File: src/rtl/srsym_pkg.sv
// ----------------------------------------------------------------------------
// srsym_pkg
// shared types, constants and the alphabet lookup of the radix to symbols unit
// ----------------------------------------------------------------------------
package srsym_pkg;

   localparam int MAX_SYMBOLS_DEF = 16;
   localparam int VALUE_BITS_DEF  = 32;

   localparam int BASE_LEN_W  = 5;
   localparam int CSR_DATA_W  = 64;
   localparam int CSR_INDEX_W = 2;
   localparam int CHAR_W      = 8;
   localparam int TABLE_W     = 2 * CSR_DATA_W;
   localparam int STEP_BITS   = 8;

   localparam logic [CHAR_W-1:0]     CHAR_MINUS = 8'h2D;
   localparam logic [CHAR_W-1:0]     CHAR_PLUS  = 8'h2B;
   localparam logic [BASE_LEN_W-1:0] MIN_RADIX  = 5'd2;

   localparam logic [BASE_LEN_W-1:0] BASE_LEN_RST     = 5'd10;
   localparam logic [CSR_DATA_W-1:0] SYMBOLS_LOW_RST  = 64'h3736_3534_3332_3130;
   localparam logic [CSR_DATA_W-1:0] SYMBOLS_HIGH_RST = 64'h0000_0000_0000_3938;

   typedef enum logic [CSR_INDEX_W-1:0] {
      CSR_BASE_LENGTH  = 2'd0,
      CSR_SYMBOLS_LOW  = 2'd1,
      CSR_SYMBOLS_HIGH = 2'd2
   } csr_index_type;

   typedef enum logic [2:0] {
      ST_CHECK,
      ST_IDLE,
      ST_DIVIDE,
      ST_SIGN,
      ST_EMIT
   } state_type;

   function automatic logic [CHAR_W-1:0] symbol_at(input logic [TABLE_W-1:0] tbl,
                                                   input logic [3:0] idx);
      symbol_at = tbl[{idx, 3'b000} +: CHAR_W];
   endfunction

endpackage

File: src/rtl/signed_radix_to_symbols_unit.sv
// ----------------------------------------------------------------------------
// signed_radix_to_symbols_unit
// writes a signed integer as text, a minus sign when negative, then digits, in a configured alphabet
// each digit comes from a long division by the radix over C = ceil(VALUE_BITS/8)
// chunks, done by the 8 bit per cycle radix divider; the minus sign, if any, and
// then the digits, most significant first, leave on the one word per cycle output;
// the receiver cannot stall, and start is ignored while busy
// reset and every csr write run an alphabet check of all MAX_SYMBOLS entries, busy high
// ----------------------------------------------------------------------------
module signed_radix_to_symbols_unit #(
   parameter int MAX_SYMBOLS = srsym_pkg::MAX_SYMBOLS_DEF,
   parameter int VALUE_BITS  = srsym_pkg::VALUE_BITS_DEF
) (
   input  logic                                  clock,
   input  logic                                  reset,
   input  logic                                  start,
   output logic                                  busy,
   input  logic signed [VALUE_BITS-1:0]          req_value,
   output logic                                  rsp_strobe,
   output logic [srsym_pkg::CHAR_W-1:0]          rsp_character,
   output logic                                  rsp_last_char,
   input  logic                                  csr_valid,
   output logic                                  csr_ready,
   input  logic [srsym_pkg::CSR_INDEX_W-1:0]     csr_index,
   input  logic [srsym_pkg::CSR_DATA_W-1:0]      csr_wdata
);

   localparam int STEP   = srsym_pkg::STEP_BITS;
   localparam int CHUNKS = (VALUE_BITS + STEP - 1) / STEP;
   localparam int QW     = CHUNKS * STEP;
   localparam int CHK_W  = $clog2(MAX_SYMBOLS);
   localparam int DIG_W  = $clog2(MAX_SYMBOLS);
   localparam int CNT_W  = $clog2(CHUNKS + 1);
   localparam int NDIG_W = $clog2(VALUE_BITS + 1);
   localparam int BLW    = srsym_pkg::BASE_LEN_W;

   srsym_pkg::state_type state_ff, state_in;

   logic [BLW-1:0]                   radix_ff, radix_in;
   logic [srsym_pkg::CSR_DATA_W-1:0] sym_low_ff, sym_low_in;
   logic [srsym_pkg::CSR_DATA_W-1:0] sym_high_ff, sym_high_in;

   logic             ok_ff, ok_in;
   logic [CHK_W-1:0] chk_idx_ff, chk_idx_in;

   logic [QW-1:0]     work_ff, work_in;
   logic [BLW-1:0]    rem_ff, rem_in;
   logic [CNT_W-1:0]  chunk_ff, chunk_in;
   logic              qnz_ff, qnz_in;
   logic              neg_ff, neg_in;
   logic [NDIG_W-1:0] ndig_ff, ndig_in;
   logic [DIG_W-1:0]  stack_ff [VALUE_BITS];
   logic [DIG_W-1:0]  stack_in [VALUE_BITS];

   logic                         rsp_strobe_ff, rsp_strobe_in;
   logic [srsym_pkg::CHAR_W-1:0] rsp_char_ff, rsp_char_in;
   logic                         rsp_last_ff, rsp_last_in;

   logic [srsym_pkg::TABLE_W-1:0] table_w;
   logic [VALUE_BITS-1:0]         raw_w;
   logic [VALUE_BITS-1:0]         mag_w;

   assign table_w = {sym_high_ff, sym_low_ff};
   assign raw_w   = $unsigned(req_value);
   assign mag_w   = raw_w[VALUE_BITS-1] ? (~raw_w + 1'b1) : raw_w;

   assign busy          = (state_ff != srsym_pkg::ST_IDLE);
   assign csr_ready     = ((state_ff == srsym_pkg::ST_IDLE) && !start) ||
                          (state_ff == srsym_pkg::ST_CHECK);
   assign rsp_strobe    = rsp_strobe_ff;
   assign rsp_character = rsp_char_ff;
   assign rsp_last_char = rsp_last_ff;

   always_comb begin
      logic [srsym_pkg::CHAR_W-1:0] sym;
      logic                         bad;
      logic [BLW-1:0]               r;
      logic [STEP-1:0]              top;
      logic [STEP-1:0]              qb;

      state_in      = state_ff;
      radix_in      = radix_ff;
      sym_low_in    = sym_low_ff;
      sym_high_in   = sym_high_ff;
      ok_in         = ok_ff;
      chk_idx_in    = chk_idx_ff;
      work_in       = work_ff;
      rem_in        = rem_ff;
      chunk_in      = chunk_ff;
      qnz_in        = qnz_ff;
      neg_in        = neg_ff;
      ndig_in       = ndig_ff;
      stack_in      = stack_ff;
      rsp_strobe_in = 1'b0;
      rsp_char_in   = rsp_char_ff;
      rsp_last_in   = rsp_last_ff;

      // alphabet check, one symbol per cycle against all later ones below the radix
      sym = srsym_pkg::symbol_at(table_w, 4'(chk_idx_ff));
      bad = (radix_ff < srsym_pkg::MIN_RADIX) || (radix_ff > BLW'(MAX_SYMBOLS));
      if (BLW'(chk_idx_ff) < radix_ff) begin
         if (sym == srsym_pkg::CHAR_MINUS || sym == srsym_pkg::CHAR_PLUS) begin
            bad = 1'b1;
         end
         for (int j = 0; j < MAX_SYMBOLS; j++) begin
            if (BLW'(j) > BLW'(chk_idx_ff) && BLW'(j) < radix_ff &&
                srsym_pkg::symbol_at(table_w, 4'(j)) == sym) begin
               bad = 1'b1;
            end
         end
      end

      // one chunk of the long division by the radix
      r   = rem_ff;
      top = work_ff[QW-1 -: STEP];
      qb  = '0;
      for (int b = 0; b < STEP; b++) begin
         r = {r[BLW-2:0], top[STEP-1-b]};
         if (r >= radix_ff) begin
            r             = r - radix_ff;
            qb[STEP-1-b]  = 1'b1;
         end
      end

      unique case (state_ff)
         srsym_pkg::ST_CHECK: begin
            ok_in      = ok_ff & ~bad;
            chk_idx_in = chk_idx_ff + 1'b1;
            if (chk_idx_ff == CHK_W'(MAX_SYMBOLS - 1)) begin
               state_in = srsym_pkg::ST_IDLE;
            end
         end
         srsym_pkg::ST_IDLE: begin
            if (start && ok_ff) begin
               work_in  = QW'(mag_w);
               neg_in   = raw_w[VALUE_BITS-1];
               rem_in   = '0;
               chunk_in = '0;
               qnz_in   = 1'b0;
               ndig_in  = '0;
               state_in = srsym_pkg::ST_DIVIDE;
            end
         end
         srsym_pkg::ST_DIVIDE: begin
            work_in  = (work_ff << STEP) | QW'(qb);
            rem_in   = r;
            qnz_in   = qnz_ff | (|qb);
            chunk_in = chunk_ff + 1'b1;
            if (chunk_ff == CNT_W'(CHUNKS - 1)) begin
               stack_in[0] = r[DIG_W-1:0];
               for (int i = 1; i < VALUE_BITS; i++) begin
                  stack_in[i] = stack_ff[i-1];
               end
               ndig_in  = ndig_ff + 1'b1;
               rem_in   = '0;
               chunk_in = '0;
               qnz_in   = 1'b0;
               if (!(qnz_ff | (|qb))) begin
                  state_in = neg_ff ? srsym_pkg::ST_SIGN : srsym_pkg::ST_EMIT;
               end
            end
         end
         srsym_pkg::ST_SIGN: begin
            rsp_strobe_in = 1'b1;
            rsp_char_in   = srsym_pkg::CHAR_MINUS;
            rsp_last_in   = 1'b0;
            state_in      = srsym_pkg::ST_EMIT;
         end
         srsym_pkg::ST_EMIT: begin
            rsp_strobe_in = 1'b1;
            rsp_char_in   = srsym_pkg::symbol_at(table_w, 4'(stack_ff[0]));
            rsp_last_in   = (ndig_ff == NDIG_W'(1));
            for (int i = 0; i < VALUE_BITS - 1; i++) begin
               stack_in[i] = stack_ff[i+1];
            end
            ndig_in = ndig_ff - 1'b1;
            if (ndig_ff == NDIG_W'(1)) begin
               state_in = srsym_pkg::ST_IDLE;
            end
         end
         default: begin
            state_in = srsym_pkg::ST_CHECK;
         end
      endcase

      // register write restarts the alphabet check
      if (csr_valid && csr_ready) begin
         unique case (srsym_pkg::csr_index_type'(csr_index))
            srsym_pkg::CSR_BASE_LENGTH:  radix_in    = csr_wdata[BLW-1:0];
            srsym_pkg::CSR_SYMBOLS_LOW:  sym_low_in  = csr_wdata;
            srsym_pkg::CSR_SYMBOLS_HIGH: sym_high_in = csr_wdata;
            default:                     radix_in    = radix_ff;
         endcase
         ok_in      = 1'b1;
         chk_idx_in = '0;
         state_in   = srsym_pkg::ST_CHECK;
      end
   end

   always_ff @(posedge clock) begin
      if (reset) begin
         state_ff      <= srsym_pkg::ST_CHECK;
         radix_ff      <= srsym_pkg::BASE_LEN_RST;
         sym_low_ff    <= srsym_pkg::SYMBOLS_LOW_RST;
         sym_high_ff   <= srsym_pkg::SYMBOLS_HIGH_RST;
         ok_ff         <= 1'b1;
         chk_idx_ff    <= '0;
         rsp_strobe_ff <= 1'b0;
      end else begin
         state_ff      <= state_in;
         radix_ff      <= radix_in;
         sym_low_ff    <= sym_low_in;
         sym_high_ff   <= sym_high_in;
         ok_ff         <= ok_in;
         chk_idx_ff    <= chk_idx_in;
         rsp_strobe_ff <= rsp_strobe_in;
      end
   end

   always_ff @(posedge clock) begin
      work_ff     <= work_in;
      rem_ff      <= rem_in;
      chunk_ff    <= chunk_in;
      qnz_ff      <= qnz_in;
      neg_ff      <= neg_in;
      ndig_ff     <= ndig_in;
      stack_ff    <= stack_in;
      rsp_char_ff <= rsp_char_in;
      rsp_last_ff <= rsp_last_in;
   end

endmodule
File: config.mk
export PLATFORM = sky130hd
export DESIGN_NAME = signed_radix_to_symbols_unit
export DESIGN_NICKNAME = d
export VERILOG_FILES = /design/src/rtl/srsym_pkg.sv /design/src/rtl/signed_radix_to_symbols_unit.sv
export SDC_FILE = /design/constraint.sdc
export NUM_CORES = 1
export LEC_CHECK = 0
export BUFFER_PORTS_ARGS = -buffer_cell sky130_fd_sc_hd__buf_2
export CAP_MARGIN = 20
export CORE_MARGIN = 3
export CORE_UTILIZATION = 64
export CTS_BUF_LIST = sky130_fd_sc_hd__clkbuf_4 sky130_fd_sc_hd__clkbuf_8
export CTS_CLUSTER_DIAMETER = 100
export DETAILED_ROUTE_END_ITERATION = 10
export PLACE_DENSITY = 0.83
export SYNTH_ARGS = -nofsm -noshare
export SYNTH_HDL_FRONTEND = slang
export SYNTH_SLANG_ARGS = --single-unit
File: constraint.sdc
create_clock -name clock -period 18.5 [get_ports clock]
set_input_delay 1.85 -clock clock [delete_from_list [all_inputs] [get_ports clock]]
set_output_delay 1.85 -clock clock [all_outputs]
set_load 0.03 [all_outputs]
==> results of run 1 <==
cell families (layout without fill, tap and decap cells):
family | count (synthesis) | in the layout | share of synthesized area
muxes | 113 | 113 | 0.0978
and+or+nand+nor | 818 | 818 | 0.188
other | 0 | 1 | 0
adders and majority gates | 60 | 60 | 0.0422
xor gates and xnor gates | 167 | 167 | 0.0762
DFF | 326 | 326 | 0.436
buffers and inverters | 182 | 261 | 0.0380
AOI/OAI and AO/OA | 414 | 414 | 0.123
path summary, 6_finish.rpt:
kind / start / end / slack, ns / depth (start not counted)
setup reg to reg: radix_ff[1] / state_ff[0] / 3.56 / 65
setup / recovery: radix_ff[1] / state_ff[0] / 3.56 / 65
hold / removal: stack_ff[5] / stack_ff[1] / 0.45 / 0
hold reg to reg: stack_ff[5] / stack_ff[1] / 0.45 / 0
per-stage QoR:
step / cells / hold WS, ns / area [um^2] / power (mW)
floorplan: 2080 / 0.426 / 19200 / 1.08
global placement: 2448 / 0.435 / 19800 / 1.14
detailed placement: 2448 / 0.432 / 19800 / 1.16
finish: 2544 / 0.453 / 20900 / 1.79
global route: 2543 / 0.459 / 20900 / 1.87
CTS: 2543 / 0.449 / 20900 / 1.80
cell type report:
class	count	area [um^2]
multi-input combinational	1572	10100
antenna	1	2.50
sequential	326	8370
clock buffer	76	921
tap	384	480
clock inverter	19	166
timing repair buffer	130	696
fill	2248	8250
inverter	36	135
critical path: cells and delay by family, from the launching register on:
kind / cells / cell delay [ns]
AO/OA/AOI/OAI: 34 / 7.69
AND/OR/NAND/NOR: 15 / 2.32
flip-flops: 1 / 0.84
buffers and inverters: 7 / 1.05
multiplexers: 1 / 0.43
adder cells (fa/ha/maj): 8 / 2.45
registers in the layout (all words and copies together) (netlist names):
| register | cells |
|---|---|
| chk_idx_ff | 4 |
| chunk_ff | 3 |
| ndig_ff | 6 |
| neg_ff | 1 |
| ok_ff | 1 |
| qnz_ff | 1 |
| radix_ff | 5 |
| rem_ff | 4 |
| rsp_character | 8 |
| rsp_last_char | 1 |
| rsp_strobe | 1 |
| stack_ff | 128 |
| state_ff | 3 |
| sym_high_ff | 64 |
| sym_low_ff | 64 |
| work_ff | 32 |
power breakdown:
group	switching (mW)	total, mW	leakage [nW]	internal, mW
Sequential	0.0180	0.789	2.58	0.771
Combinational	0.196	0.357	4.10	0.161
Clock	0.294	0.645	0.584	0.351
Total	0.508	1.79	7.26	1.28
cells in the mapped netlist (3+ instances only):
master     number
nor2_1         46
mux2_2         18
a21oi_1       126
o211ai_1        3
edfxtp_1      184
nand4_1        19
or2_2           4
or3_1           5
a21o_1         14
nand4b_1        3
o41ai_1         4
ha_1           52
xnor2_1        90
buf_4           8
nand2_1       583
fa_1            8
nand3_1        18
nor2b_1        19
o31ai_1         9
nor4_1         13
dfxtp_1       142
or4_4           3
o22ai_1         5
a21boi_0        6
nand3b_1       40
nand2b_1       20
buf_1           7
clkbuf_1      117
xor2_1         77
or4_1           9
inv_1          34
o22a_1          3
a31oi_1         9
o21ai_0       198
a22oi_1         3
a221oi_1        4
and2_1          8
nor3_1         19
buf_2          14
mux2i_1        37
mux4_2         58
a2111oi_0       4
per-layer routing:
metal | vias up | track usage | share of wire | routed length (um)
met3 | 136 | 0.0457 | 0.077 | 3800
li1 | 7384 | - | - | -
met2 | 748 | 0.496 | 0.48 | 23500
met1 | 7485 | 0.405 | 0.40 | 19900
met5 | - | 0 | 0 | 0
met4 | 0 | 0.125 | 0.043 | 2110
==> results_dict.tcl, run 1 <==
set metrics [dict create \
    netlist_area_mm2 0.0192 \
    die_x_um 179 \
    cts_resized 0 \
    overflow 0 \
    port-buffer-count 113 \
    yosys.cell_types.count 67 \
    drv_cap 0 \
    wl_per_cell_um 19.4 \
    htree_num_levels 2 \
    drive_above_1_share 0.148 \
    syn_to_final_growth_pct 8.89 \
    initial_core_util 0.659 \
    endpoint_kind "register" \
    slew_headroom 0.256 \
    tns_ns 0 \
    drt-total-wl_um 49300 \
    synth-seq-cells 326 \
    min_period_ns 14.94 \
    setup_violations 0 \
    yosys_warnings 0 \
    hold_violations 0 \
    syn_inst 2080 \
    ys.flop_type "edfxtp_1" \
    status "completed" \
    route.vias.total 15753 \
    antenna_found_initial 2 \
    fp.dieH_um 179 \
    seq_area_frac_synth 0.436 \
    layout_commonest_cell "nand2_1" \
    slowest_delay_ns 0.84 \
    startpoint_type "register" \
    p_leak_nw 7.26 \
    pin_count 114 \
    grt_first_pass_wirelength_um 77800 \
    nNetsFinal 2280 \
    fin_ws_ns 3.56 \
    max_freq_ghz 0.0669 \
    clock_path_buffers 3 \
    crit_required_ns 19.01 \
    synth.largest_area_cell "edfxtp_1" \
    cts_tree "done" \
    gr-usage-all-layers 0.303 \
    dr.first_iter.drc_count 1639 \
    clock-skew-final_ns 0.0189 \
    powerDensity_mw_per_mm2 85.7 \
    maxSlewViolCount 0 \
    max_slew.worst_pin.slew_ns 1.12 \
    clk_latency_ns 0.59 \
    synthesis.nets 2242 \
    postLayoutCoreUtil 0.717 \
    cts_hold_buf 0 \
    final_antenna_net_count 0 \
    final_cell_mix "nand2_1 (582), o21ai_0 (198), edfxtp_1 (184)" \
    drc 0 \
    cts_buffers 52 \
    crit_arrival_ns 15.45 \
    post-cts-setup-buffers 0 \
    rsz0062_at_grt "no" \
    std_cell_rows 62 \
    synth.area.top_cells "edfxtp_1 (29%), dfxtp_1 (15%), nand2_1 (11%), mux4_2 (6.8%), o21ai_0 (5.2%)" \
    ir_worst_vdd_mv 0.0753 \
    dpl.hpwl_um 33900 \
    async_flop_share 0 \
    viasPerCell 6.19 \
    worstPathMaxFanout 16 \
    grt_max_degree 112 \
    drt_first_pass_iters 5 \
    cts-root-buf "clkbuf_8" \
    min_path_type "reg2reg" \
    synth_top_area_frac 0.288 \
    die-area_mm2 0.0321 \
    place.gp.congestion 0.966 \
    cts_sinks 326 \
    fin_crit_sh 0.807 \
    place_ws_ns 3.57 \
    synth_edf_count 184 \
    grt_pass1_vias 14885 \
    worstSetupPathType "reg2reg" \
    syn_area_per_cell_um2 9.23 \
    crit_top_cell "o21ai_0" \
    critPathSlowestCell "dfxtp_1" \
    core_mm2 0.0292 \
    clk_pin_slew_ns 0.07 \
]
(Power assumes the default switching activity.)
==> inputs of run 2 (changes only) <==
Settings changed: CORE_UTILIZATION 64 to 58, PLACE_DENSITY 0.83 to 0.8.
Clock period 18.5 ns to 12.55 ns, I/O delays scaled along.
==> results_dict.tcl, run 2 (synthesis results as in run 1) <==
set metrics [dict create \
    grt_first_pass_wirelength_um 80500 \
    endpoint_kind "register" \
    r2r_slack_ns 0.58 \
    initial_core_util 0.589 \
    grt_util_met3 0.0417 \
    r2r_cells 63 \
    dr.first_iter.drc_count 1617 \
    clk_pin_slew_ns 0.06 \
    worstSetupPathType "reg2reg" \
    drt_first_pass_iters 5 \
    place.gp.congestion 0.993 \
    clock-skew-final_ns 0.0342 \
    cts_sinks 326 \
    combPwrFrac 0.229 \
    largestRegisters "stack_ff: 128 flops, sym_high_ff: 64 flops, sym_low_ff: 64 flops" \
    final_antenna_net_count 0 \
    nNetsFinal 2306 \
    std_cell_rows 66 \
    power.total_mw 2.74 \
    largest_reg_flops 128 \
    hold_end "stack_ff[0]" \
    grt_max_degree 144 \
    fp.dieH_um 188 \
    max_slew.worst_pin.slew_ns 1.12 \
    slowest_delay_ns 0.43 \
    wl_per_cell_um 19.2 \
    gr-usage-met2 0.448 \
    pwr-share-seq 0.424 \
    syn_to_final_growth_pct 11.1 \
    setup_violations 0 \
    p_int_mw 1.94 \
    top_usage_layer "met2" \
    viasPerCell 6.00 \
    clk_latency_ns 0.62 \
    min_path_cells 0 \
    slew_headroom 0.232 \
    postLayoutCoreUtil 0.654 \
    pin_count 114 \
    startpoint_type "register" \
    clock_power_share 0.346 \
    fillers 2593 \
    power.net_switching_mw 0.802 \
    min_path_type "reg2reg" \
    htree_num_levels 2 \
    final_cell_mix "nand2_1 (582), o21ai_0 (185), edfxtp_1 (184)" \
    antenna_found_initial 1 \
    fin_crit_sh 0.953 \
    p_leak_nw 7.43 \
    place_ws_ns -0.718 \
    core_mm2 0.0326 \
    gr-usage-all-layers 0.280 \
    grt_pass1_vias 15246 \
    drc 0 \
    powerDensity_mw_per_mm2 128 \
    r2r-end "state_ff[0]" \
    layout_commonest_cell "nand2_1" \
    overflow 0 \
    holdCritStartpoint "stack_ff[4]" \
    multi_input_area_mm2 0.0102 \
    hold_violations 0 \
    cts-root-buf "clkbuf_8" \
    status "completed" \
    fin_ws_ns 0.584 \
    min_period_ns 11.97 \
    clock_path_buffers 3 \
    cts_hold_buf 0 \
    power.share.switching 0.293 \
    regMostFlops "stack_ff" \
    port-buffer-count 113 \
    crit_required_ns 13.07 \
    worstPathMaxFanout 9 \
    maxSlewViolCount 0 \
    drv_cap 0 \
    crit_arrival_ns 12.48 \
    rr_startpoint "rem_ff[0]" \
    seqCellArea_mm2 0.00838 \
    cts_tree "done" \
    ir_worst_vdd_mv 0.122 \
    drt-total-wl_um 50600 \
    die-area_mm2 0.0353 \
    route.vias.total 15780 \
    dpl.hpwl_um 34300 \
    grt_use_met1 0.381 \
    max_freq_ghz 0.0836 \
    critPathSlowestCell "edfxtp_1" \
    drive_above_1_share 0.166 \
    die_x_um 188 \
    cts_buffers 52 \
]
-- run 2: cell count changes in the layout (fill, tap and decap cells not counted), sizes merged --
cell and change:
buf +26, clkbuf -6, clkinv +9, clkinvlp -1, inv +1
-- run 2: layout make-up --
| type | instances | share of cell area |
|---|---|---|
| antenna | 1 | 0.000117 |
| clock inverter | 28 | 0.0101 |
| tap | 442 | 0.0259 |
| inverter | 36 | 0.00633 |
| timing repair buffer | 156 | 0.0442 |
| sequential | 326 | 0.392 |
| multi-input combinational | 1572 | 0.480 |
| clock buffer | 70 | 0.0410 |
-- run 2: routing by layer --
metal | part of all wire | wire length [um]
met1 | 0.41 | 20800
met2 | 0.47 | 23700
met4 | 0.046 | 2320
met5 | 0 | 0
met3 | 0.074 | 3750
-- run 2: how the worst max path moves through the flow --
stage / from / endpoint / slack (ns)
floorplan: radix_ff[1] / state_ff[0] / 0.06
global placement: radix_ff[2] / state_ff[0] / 0.19
detailed placement: radix_ff[2] / state_ff[0] / -0.72
CTS: rem_ff[0] / state_ff[0] / 0.08
global route: rem_ff[0] / state_ff[0] / -0.23
finish: rem_ff[0] / state_ff[0] / 0.58
-- run 2: repair_timing --
action | 4_1_cts | 5_1_grt
pin swaps | 0 | 7
setup endpoints to repair | 13 | 13
resized for setup | 9 | 27
buffers inserted | 1 | 13
gates cloned | 0 | 0
-- run 2: worst max-delay path: cells and delay by family, from the launching register on --
kind                     cells  cell delay, ns
buffers and inverters        6            0.62
AND/OR/NAND/NOR             14            2.10
multiplexers                 3            0.90
AO/OA/AOI/OAI               32            5.48
adder cells (fa/ha/maj)      8            2.34
flip-flops                   1            0.43
-- run 2: power by group through the flow --
| stage | Combinational [mW] | Clock, mW | Sequential (mW) |
|---|---|---|---|
| 5_1_grt | 0.689 | 1.01 | 1.16 |
| 2_1_floorplan | 0.414 | 0 | 1.17 |
| 6_report | 0.628 | 0.948 | 1.16 |
| 3_3_place_gp | 0.513 | 0 | 1.18 |
| 3_5_place_dp | 0.537 | 0 | 1.18 |
| 4_1_cts | 0.547 | 0.967 | 1.16 |
-- run 2: per-stage QoR --
step | setup TNS, ns | area (um^2) | std cells | hold WS (ns)
2_1_floorplan | 0 | 19200 | 2080 | 0.426
3_3_place_gp | 0 | 20000 | 2514 | 0.436
3_5_place_dp | -4.86 | 20000 | 2514 | 0.436
4_1_cts | 0 | 21100 | 2613 | 0.453
5_1_grt | -0.451 | 21300 | 2631 | 0.468
6_report | 0 | 21300 | 2631 | 0.451
